### src/rtl/coe_pkg.sv
// ----------------------------------------------------------------------------
// coe_pkg
// Shared widths, register map and reset values of the clock offset estimator.
// ----------------------------------------------------------------------------
package coe_pkg;

  // timestamp and result widths
  localparam int TIME_W = 48;
  localparam int OFF_W  = 49;
  localparam int DLY_W  = 50;
  localparam int MIN_W  = 4;
  localparam int HELD_W = 4;

  // default window depth
  localparam int WINDOW_DEF = 8;

  // configuration port
  localparam int APB_DW = 64;
  localparam int APB_AW = 4;

  // register reset values
  localparam logic [TIME_W-1:0] THRESH_RESET = TIME_W'(1000000);
  localparam logic [MIN_W-1:0]  MIN_RESET    = MIN_W'(4);

  // register index, taken from the 8-byte word address
  typedef enum logic [0:0] {
    REG_STEP_THRESHOLD = 1'b0,
    REG_MIN_SAMPLES    = 1'b1
  } reg_idx_t;

endpackage

### src/rtl/coe_probe_if.sv
// ----------------------------------------------------------------------------
// coe_probe_if
// Probe channel: four 48-bit timestamps with a valid/ready handshake.
// ----------------------------------------------------------------------------
interface coe_probe_if import coe_pkg::*; ();

  logic              valid;
  logic              ready;
  logic [TIME_W-1:0] master_send_time;
  logic [TIME_W-1:0] remote_receive_time;
  logic [TIME_W-1:0] remote_reply_time;
  logic [TIME_W-1:0] local_receive_time;

  modport source (
    output valid, master_send_time, remote_receive_time,
           remote_reply_time, local_receive_time,
    input  ready
  );

  modport sink (
    input  valid, master_send_time, remote_receive_time,
           remote_reply_time, local_receive_time,
    output ready
  );

endinterface

### src/rtl/coe_result_if.sv
// ----------------------------------------------------------------------------
// coe_result_if
// Result channel: offset estimate and window status with valid/ready.
// ----------------------------------------------------------------------------
interface coe_result_if import coe_pkg::*; ();

  logic                    valid;
  logic                    ready;
  logic                    estimate_valid;
  logic signed [OFF_W-1:0] offset_estimate;
  logic                    window_discarded;
  logic [HELD_W-1:0]       samples_held;

  modport source (
    output valid, estimate_valid, offset_estimate, window_discarded, samples_held,
    input  ready
  );

  modport sink (
    input  valid, estimate_valid, offset_estimate, window_discarded, samples_held,
    output ready
  );

endinterface

### src/rtl/coe_ram.sv
// ----------------------------------------------------------------------------
// coe_ram
// Generic single-write, single-read RAM with registered read data.
// ----------------------------------------------------------------------------
module coe_ram #(
  parameter int WIDTH = 8,
  parameter int DEPTH = 8
) (
  input  logic                     clk,
  input  logic                     we,
  input  logic [$clog2(DEPTH)-1:0] waddr,
  input  logic [WIDTH-1:0]         wdata,
  input  logic                     re,
  input  logic [$clog2(DEPTH)-1:0] raddr,
  output logic [WIDTH-1:0]         rdata
);

  logic [WIDTH-1:0] mem [DEPTH];

  // write port
  always_ff @(posedge clk) begin
    if (we) begin
      mem[waddr] <= wdata;
    end
  end

  // registered read port
  always_ff @(posedge clk) begin
    if (re) begin
      rdata <= mem[raddr];
    end
  end

endmodule

### src/rtl/clock_offset_min_delay_estimator.sv
// ----------------------------------------------------------------------------
// clock_offset_min_delay_estimator
// Computes offset and round-trip delay of each four-timestamp probe, keeps a
// ring of recent samples, drops the ring on an offset step, and reports the
// offset of the minimum-delay sample.
//
//   channel  dir  handshake            payload
//   probe    in   valid/ready          t1..t4, 48 bit each
//   result   out  valid/ready          estimate_valid, offset_estimate,
//                                      window_discarded, samples_held
//   apb      in   psel/penable/pready  step_threshold, min_samples
//
// After acceptance a probe goes through the offset/delay arithmetic, the step
// test and the ring update with its RAM write, then a scan that reads the
// sample RAM one entry per cycle over the samples held and closes, and last
// the load of the output register. A new probe is taken only once the previous
// one has loaded the output register. Reset is synchronous; it clears the
// sequencer, ring pointers, configuration registers and output valid, but
// not the sample RAM, which is only read where written.
// A finished result sits in the output register; the next probe is accepted
// meanwhile and waits at the end of its work while the result is stalled.
// ----------------------------------------------------------------------------
module clock_offset_min_delay_estimator import coe_pkg::*; #(
  parameter int WINDOW = WINDOW_DEF
) (
  input  logic              clk,
  input  logic              rst,
  input  logic              psel,
  input  logic              penable,
  input  logic              pwrite,
  input  logic [APB_AW-1:0] paddr,
  input  logic [APB_DW-1:0] pwdata,
  output logic [APB_DW-1:0] prdata,
  output logic              pready,
  coe_probe_if.sink         probe,
  coe_result_if.source      result
);

  localparam int SW    = $clog2(WINDOW);
  localparam int CW    = $clog2(WINDOW + 1);
  localparam int CMPW  = (CW > MIN_W) ? CW : MIN_W;
  localparam int RAM_W = OFF_W + DLY_W;
  localparam logic [SW-1:0] LAST_SLOT = SW'(WINDOW - 1);
  localparam logic [CW-1:0] FULL      = CW'(WINDOW);

  typedef enum logic [5:0] {
    S_IDLE = 6'b000001,
    S_SUM  = 6'b000010,
    S_STEP = 6'b000100,
    S_UPD  = 6'b001000,
    S_SCAN = 6'b010000,
    S_DONE = 6'b100000
  } state_t;

  state_t state, state_next;

  // configuration registers
  logic [TIME_W-1:0] step_threshold;
  logic [MIN_W-1:0]  min_samples;
  reg_idx_t          reg_idx;
  logic              cfg_wr;

  // datapath registers
  logic signed [OFF_W-1:0] a_diff;
  logic signed [OFF_W-1:0] b_diff;
  logic signed [OFF_W-1:0] offset;
  logic signed [DLY_W-1:0] delay;
  logic signed [DLY_W-1:0] step;
  logic signed [OFF_W-1:0] last_offset;
  logic [SW-1:0]           write_slot;
  logic [CW-1:0]           sample_count;
  logic                    discarded;

  // scan registers
  logic [SW-1:0]           scan_ptr;
  logic [CW-1:0]           scan_left;
  logic                    rd_pend;
  logic                    first;
  logic signed [DLY_W-1:0] best_delay;
  logic signed [OFF_W-1:0] best_offset;

  // output registers
  logic                    out_valid;
  logic                    out_est_valid;
  logic signed [OFF_W-1:0] out_offset;
  logic                    out_discarded;
  logic [HELD_W-1:0]       out_held;

  // combinational helpers
  logic signed [DLY_W-1:0] sum_ab;
  logic signed [DLY_W-1:0] sum_rnd;
  logic signed [DLY_W-1:0] th_s;
  logic                    exceed;
  logic                    do_discard;
  logic [SW-1:0]           slot_base;
  logic [CW-1:0]           count_base;
  logic [SW-1:0]           slot_new;
  logic [CW-1:0]           count_new;
  logic                    est_valid;
  logic                    accept;
  logic                    out_free;

  // sample ram
  logic                    ram_we;
  logic                    ram_re;
  logic [RAM_W-1:0]        ram_wdata;
  logic [RAM_W-1:0]        ram_rdata;
  logic signed [DLY_W-1:0] rd_delay;
  logic signed [OFF_W-1:0] rd_offset;
  logic                    take;

  // configuration port
  assign pready  = 1'b1;
  assign reg_idx = reg_idx_t'(paddr[3]);
  assign cfg_wr  = psel && penable && pwrite && pready;

  always_comb begin
    unique case (reg_idx)
      REG_STEP_THRESHOLD: prdata = APB_DW'(step_threshold);
      REG_MIN_SAMPLES:    prdata = APB_DW'(min_samples);
      default:            prdata = '0;
    endcase
  end

  always_ff @(posedge clk) begin
    if (rst) begin
      step_threshold <= THRESH_RESET;
      min_samples    <= MIN_RESET;
    end else if (cfg_wr) begin
      unique case (reg_idx)
        REG_STEP_THRESHOLD: step_threshold <= pwdata[TIME_W-1:0];
        REG_MIN_SAMPLES:    min_samples    <= pwdata[MIN_W-1:0];
        default: ;
      endcase
    end
  end

  // handshakes
  assign probe.ready = (state == S_IDLE);
  assign accept      = probe.valid && probe.ready;
  assign out_free    = !out_valid || result.ready;

  // offset and delay from the two partial differences
  assign sum_ab  = {a_diff[OFF_W-1], a_diff} + {b_diff[OFF_W-1], b_diff};
  assign sum_rnd = sum_ab + DLY_W'(sum_ab[DLY_W-1]);

  // step test and ring update
  assign th_s       = signed'({2'b00, step_threshold});
  assign exceed     = (step > th_s) || (step < -th_s);
  assign do_discard = (sample_count != '0) && exceed;
  assign slot_base  = do_discard ? '0 : write_slot;
  assign count_base = do_discard ? '0 : sample_count;
  assign slot_new   = (slot_base == LAST_SLOT) ? '0 : slot_base + 1'b1;
  assign count_new  = (count_base == FULL) ? count_base : count_base + 1'b1;
  assign est_valid  = CMPW'(sample_count) >= CMPW'(min_samples);

  // ram ports
  assign ram_we    = (state == S_UPD);
  assign ram_wdata = {offset, delay};
  assign ram_re    = (state == S_SCAN) && (scan_left != '0);
  assign rd_delay  = signed'(ram_rdata[DLY_W-1:0]);
  assign rd_offset = signed'(ram_rdata[RAM_W-1:DLY_W]);
  assign take      = first || (rd_delay <= best_delay);

  coe_ram #(
    .WIDTH (RAM_W),
    .DEPTH (WINDOW)
  ) u_ram (
    .clk   (clk),
    .we    (ram_we),
    .waddr (slot_base),
    .wdata (ram_wdata),
    .re    (ram_re),
    .raddr (scan_ptr),
    .rdata (ram_rdata)
  );

  // sequencer
  always_comb begin
    state_next = state;
    unique case (state)
      S_IDLE: if (accept) state_next = S_SUM;
      S_SUM:  state_next = S_STEP;
      S_STEP: state_next = S_UPD;
      S_UPD:  state_next = S_SCAN;
      S_SCAN: if ((scan_left == '0) && !rd_pend) state_next = S_DONE;
      S_DONE: if (out_free) state_next = S_IDLE;
      default: state_next = S_IDLE;
    endcase
  end

  always_ff @(posedge clk) begin
    if (rst) begin
      state <= S_IDLE;
    end else begin
      state <= state_next;
    end
  end

  // arithmetic registers
  always_ff @(posedge clk) begin
    if (accept) begin
      a_diff <= signed'({1'b0, probe.remote_receive_time} - {1'b0, probe.master_send_time});
      b_diff <= signed'({1'b0, probe.remote_reply_time} - {1'b0, probe.local_receive_time});
    end
    if (state == S_SUM) begin
      offset <= sum_rnd[DLY_W-1:1];
      delay  <= {a_diff[OFF_W-1], a_diff} - {b_diff[OFF_W-1], b_diff};
    end
    if (state == S_STEP) begin
      step <= {offset[OFF_W-1], offset} - {last_offset[OFF_W-1], last_offset};
    end
    if (state == S_UPD) begin
      last_offset <= offset;
    end
  end

  // ring pointers and scan control
  always_ff @(posedge clk) begin
    if (rst) begin
      write_slot   <= '0;
      sample_count <= '0;
      discarded    <= 1'b0;
      scan_ptr     <= '0;
      scan_left    <= '0;
      rd_pend      <= 1'b0;
      first        <= 1'b0;
    end else begin
      if (state == S_UPD) begin
        write_slot   <= slot_new;
        sample_count <= count_new;
        discarded    <= do_discard;
        scan_ptr     <= (count_new == FULL) ? slot_new : '0;
        scan_left    <= count_new;
        rd_pend      <= 1'b0;
        first        <= 1'b1;
      end else if (state == S_SCAN) begin
        rd_pend <= ram_re;
        if (ram_re) begin
          scan_ptr  <= (scan_ptr == LAST_SLOT) ? '0 : scan_ptr + 1'b1;
          scan_left <= scan_left - 1'b1;
        end
        if (rd_pend) begin
          first <= 1'b0;
        end
      end
    end
  end

  // running minimum over the scanned entries, newer wins a tie
  always_ff @(posedge clk) begin
    if ((state == S_SCAN) && rd_pend && take) begin
      best_delay  <= rd_delay;
      best_offset <= rd_offset;
    end
  end

  // output register
  always_ff @(posedge clk) begin
    if (rst) begin
      out_valid <= 1'b0;
    end else if ((state == S_DONE) && out_free) begin
      out_valid <= 1'b1;
    end else if (result.ready) begin
      out_valid <= 1'b0;
    end
  end

  always_ff @(posedge clk) begin
    if ((state == S_DONE) && out_free) begin
      out_est_valid <= est_valid;
      out_offset    <= est_valid ? best_offset : '0;
      out_discarded <= discarded;
      out_held      <= HELD_W'(sample_count);
    end
  end

  assign result.valid            = out_valid;
  assign result.estimate_valid   = out_est_valid;
  assign result.offset_estimate  = out_offset;
  assign result.window_discarded = out_discarded;
  assign result.samples_held     = out_held;

endmodule

### src/flat_wrapper.sv
// flat-port wrapper written by rule: the top's interface ports become plain ports
module clock_offset_min_delay_estimator_flat import coe_pkg::*;
#(
  parameter int WINDOW = WINDOW_DEF
)
  (clk, rst, psel, penable, pwrite, paddr, pwdata, prdata, pready, probe_valid, probe_master_send_time, probe_remote_receive_time, probe_remote_reply_time, probe_local_receive_time, probe_ready, result_valid, result_estimate_valid, result_offset_estimate, result_window_discarded, result_samples_held, result_ready);
  coe_probe_if probe_i ();
  coe_result_if result_i ();
  input  logic clk;
  input  logic rst;
  input  logic psel;
  input  logic penable;
  input  logic pwrite;
  input  logic [APB_AW-1:0] paddr;
  input  logic [APB_DW-1:0] pwdata;
  output logic [APB_DW-1:0] prdata;
  output logic pready;
  input wire logic [$bits(probe_i.valid)-1:0] probe_valid;
  input wire logic [$bits(probe_i.master_send_time)-1:0] probe_master_send_time;
  input wire logic [$bits(probe_i.remote_receive_time)-1:0] probe_remote_receive_time;
  input wire logic [$bits(probe_i.remote_reply_time)-1:0] probe_remote_reply_time;
  input wire logic [$bits(probe_i.local_receive_time)-1:0] probe_local_receive_time;
  output wire logic [$bits(probe_i.ready)-1:0] probe_ready;
  output wire logic [$bits(result_i.valid)-1:0] result_valid;
  output wire logic [$bits(result_i.estimate_valid)-1:0] result_estimate_valid;
  output wire logic [$bits(result_i.offset_estimate)-1:0] result_offset_estimate;
  output wire logic [$bits(result_i.window_discarded)-1:0] result_window_discarded;
  output wire logic [$bits(result_i.samples_held)-1:0] result_samples_held;
  input wire logic [$bits(result_i.ready)-1:0] result_ready;
  assign probe_i.valid = probe_valid;
  assign probe_i.master_send_time = probe_master_send_time;
  assign probe_i.remote_receive_time = probe_remote_receive_time;
  assign probe_i.remote_reply_time = probe_remote_reply_time;
  assign probe_i.local_receive_time = probe_local_receive_time;
  assign probe_ready = probe_i.ready;
  assign result_valid = result_i.valid;
  assign result_estimate_valid = result_i.estimate_valid;
  assign result_offset_estimate = result_i.offset_estimate;
  assign result_window_discarded = result_i.window_discarded;
  assign result_samples_held = result_i.samples_held;
  assign result_i.ready = result_ready;
  clock_offset_min_delay_estimator #(.WINDOW(WINDOW)) u_core (.clk(clk), .rst(rst), .psel(psel), .penable(penable), .pwrite(pwrite), .paddr(paddr), .pwdata(pwdata), .prdata(prdata), .pready(pready), .probe(probe_i), .result(result_i));
endmodule
### config.mk
export PLATFORM = sky130hd
export DESIGN_NAME = clock_offset_min_delay_estimator_flat
export DESIGN_NICKNAME = d
export VERILOG_FILES = /design/src/rtl/coe_pkg.sv /design/src/rtl/coe_probe_if.sv /design/src/rtl/coe_result_if.sv /design/src/rtl/coe_ram.sv /design/src/rtl/clock_offset_min_delay_estimator.sv /design/src/flat_wrapper.sv
export SDC_FILE = /design/constraint.sdc
export NUM_CORES = 2
export LEC_CHECK = 0
export ABC_AREA = 0
export BUFFER_PORTS_ARGS = -buffer_cell sky130_fd_sc_hd__buf_2
export CORE_MARGIN = 2
export CORE_UTILIZATION = 60
export CTS_BUF_LIST = sky130_fd_sc_hd__clkbuf_4 sky130_fd_sc_hd__clkbuf_8
export DETAILED_ROUTE_END_ITERATION = 8
export PLACE_DENSITY = 0.8
export SKIP_CTS_REPAIR_TIMING = 1
export SLEW_MARGIN = 10
export SYNTH_ARGS = -nofsm -noshare
export SYNTH_HDL_FRONTEND = slang
export SYNTH_SLANG_ARGS = --single-unit
### constraint.sdc
create_clock -name clk -period 16.9 [get_ports clk]
set_input_delay 3.38 -clock clk [delete_from_list [all_inputs] [get_ports clk]]
set_output_delay 3.38 -clock clk [all_outputs]
set_load 0.02 [all_outputs]
==> results.cfg <==
[cells_and_area]
syn2layout_area_growth_pct = 11.0
drive_above_1_share = 0.196
nNetsFinal = 6108
regArea_um2 = 41800
multi_input_area_um2 = 25200
final-instance-count-excl-fill = 7107
fillerInstances = 7775
layout_common_cells = edfxtp_1, ha_1, inv_1
final_common_cell = edfxtp_1

[worst_hold_path]
worstHoldStart = u_core.u_ram.rdata[93]
min_to = u_core.best_offset[43]
holdPathStages = 0
min-delay-path-class = flip-flop to flip-flop

[worst_setup_path]
cp-start-kind = flip-flop
rr_startpoint = u_core.step_threshold[2]
r2r_setup_slack_ps = 7850
cp.required_ps = 17400
critPathArrivalTime_ps = 9550
r2r_cells = 26
r2r-end = u_core.u_ram.mem[6][46]
cp_max_fo = 58
end_kind = flip-flop
worstSetupPathType = flip-flop to flip-flop

[logic_synthesis]
synthDistinctLibCells = 106
ys_seq_area_frac = 0.606
ys_seq_elements = 1417
syn_avg_cell_area_um2 = 13.8
syn-instance-count = 4985
mappedNetlistArea_um2 = 69000
synth_flop_cell = edfxtp_1
ys_async_sr_fraction = 0
synth_edf_count = 1341
ys_warn_count = 0

[cts]
insertion_delay_ps = 920
htreeDepth = 4
clock-sinks = 1417
clockBufferDepth = 3
numCtsBuffers = 210
cts-root-buf = clkbuf_8
path_clk_slew_ps = 70
cts_tree = built

[pwr]
totalPowerFinal_mw = 9.21
p_leak_nw = 28.4
ir_drop_mv = 0.0880
p_per_area_nw_per_um2 = 120

[sta]
hold-worst-slack_ps = 414
setup_viol = 0
fin_skew_ps = 62.4
rsz0062_at_grt = no
post-route-min-period_ps = 9050
min_period_over_period = 0.536
slew_headroom = 0.107
fin_ws_ps = 7850
tns_ps = 0
worst-slew-pin-transition_ps = 1320
fmax_ghz = 0.110
hold_violations = 0
slew_violations = 0

[routing]
route.detailed.drc = 0
wl_per_cell_um = 21.4
drt_iter0_drc = 3569
finalWirelength_um = 152000
viasPerCell = 5.96
via_count = 42400
dr.pass1.iters = 6
ant_nets = 0

[place]
gp_congestion = 0.919
portBuffers = 352
post-place-cells = 6733
dpl.hpwl_um = 102000
post-place-ws_ps = 7880

[global_routing]
grt_pass1_wl_um = 233000
grt_max_degree = 141
antenna_found_initial = 6
grt_pass1_vias = 41700
grt.total_usage = 0.257
grt-ovfl-total = 0

[floorplanning]
core_um2 = 114000
die_h_um = 343
io_pins = 389
start_util = 0.604
rows = 124
die-area_um2 = 118000
die_w_um = 343

[run]
maxCapViolCount = 0

[outcome]
outcome = complete, no violations
Yosys cell counts (72+ instances only):
cell type,n,area share
inv_1,387,0.021
clkbuf_1,92,0.0050
o21ai_0,121,0.0088
ha_1,402,0.073
nor2_1,287,0.016
mux2_2,100,0.016
nor3_1,72,0.0052
nor2b_1,104,0.0094
xnor2_1,226,0.029
nand2_1,242,0.013
mux4_2,198,0.065
edfxtp_1,1341,0.58
a21o_1,171,0.019
a21oi_1,286,0.021
dfxtp_1,76,0.022
flip-flops by register name, summed over array words and instances (netlist names), 50 cells and up:
name	cells
u_core.delay	50
u_core.u_ram.rdata	99
u_core.step	50
u_core.best_delay	50
u_core.u_ram.mem	792
layout make-up:
| class | instances | share of cell area |
|---|---|---|
| Sequential cell | 1417 | 0.546 |
| Multi-Input combinational cell | 3021 | 0.328 |
| Clock buffer | 281 | 0.0452 |
| Timing Repair Buffer | 389 | 0.0271 |
| Tap cell | 1512 | 0.0247 |
| Inverter | 395 | 0.0195 |
| Clock inverter | 90 | 0.00921 |
| Antenna cell | 2 | 0.0000654 |
power breakdown:
group / total, mW / internal (mW) / switching [mW]
Combinational: 2.21 / 0.769 / 1.44
Clock: 2.74 / 1.44 / 1.30
Sequential: 4.26 / 4.13 / 0.131
Total: 9.21 / 6.34 / 2.87
worst max-delay path, stage by stage, from the launching register on:
cell      delay (ps)
dfxtp_1          360
nor4_1           390
nand2_1          140
nor2_2           200
and3_1           260
nand2_1          120
nor4_1           340
nand2_1          170
nor4_2           320
nand3_1          230
or3_1            530
or4_1            530
xnor2_1          170
ha_1             290
nand3_1           90
nor2_1           140
and4_1           240
nand3_1          210
a211oi_1         260
o21ai_0          200
o211ai_1         170
xor2_1           160
nor2_1           460
nor2_1           290
nor2_1           460
and4b_4          920
buf_4            920
through the flow:
| step | utilization | area (µm²) |
|---|---|---|
| final | 0.671 | 76600 |
| after global routing | 0.671 | 76600 |
| after CTS | 0.670 | 76500 |
| after detailed placement | 0.634 | 72400 |
| after global placement | 0.634 | 72400 |
| after floorplan | - | 69100 |
worst max-delay path by stage:
stage,cells past startpoint,endpoint,slack (ps),from
2_1_floorplan,26,u_core.u_ram.mem[1][0],1480,u_core.step_threshold[2]
5_1_grt,27,u_core.u_ram.mem[5][7],7090,u_core.step_threshold[2]
4_1_cts,27,u_core.u_ram.mem[5][7],7800,u_core.step_threshold[2]
3_5_place_dp,27,u_core.u_ram.mem[5][47],7880,u_core.step_threshold[2]
3_3_place_gp,26,u_core.u_ram.mem[6][44],8060,u_core.step_threshold[2]
6_report,26,u_core.u_ram.mem[6][46],7850,u_core.step_threshold[2]
per-layer routing:
layer / global-route usage / part of all wire
met4: 0.0868 / 0.030
met2: 0.428 / 0.48
met3: 0.0459 / 0.079
met5: 0 / 0.000086
met1: 0.345 / 0.41
cells by family after synthesis:
family                   synth area share
AO/OA/AOI/OAI                      0.0885
XOR/XNOR                           0.0381
adder cells (fa/ha/maj)            0.0743
buffers and inverters              0.0322
flip-flops                          0.606
multiplexers                       0.0817
other                            0.000109
AND/OR/NAND/NOR                    0.0795
(Power assumes the default switching activity.)
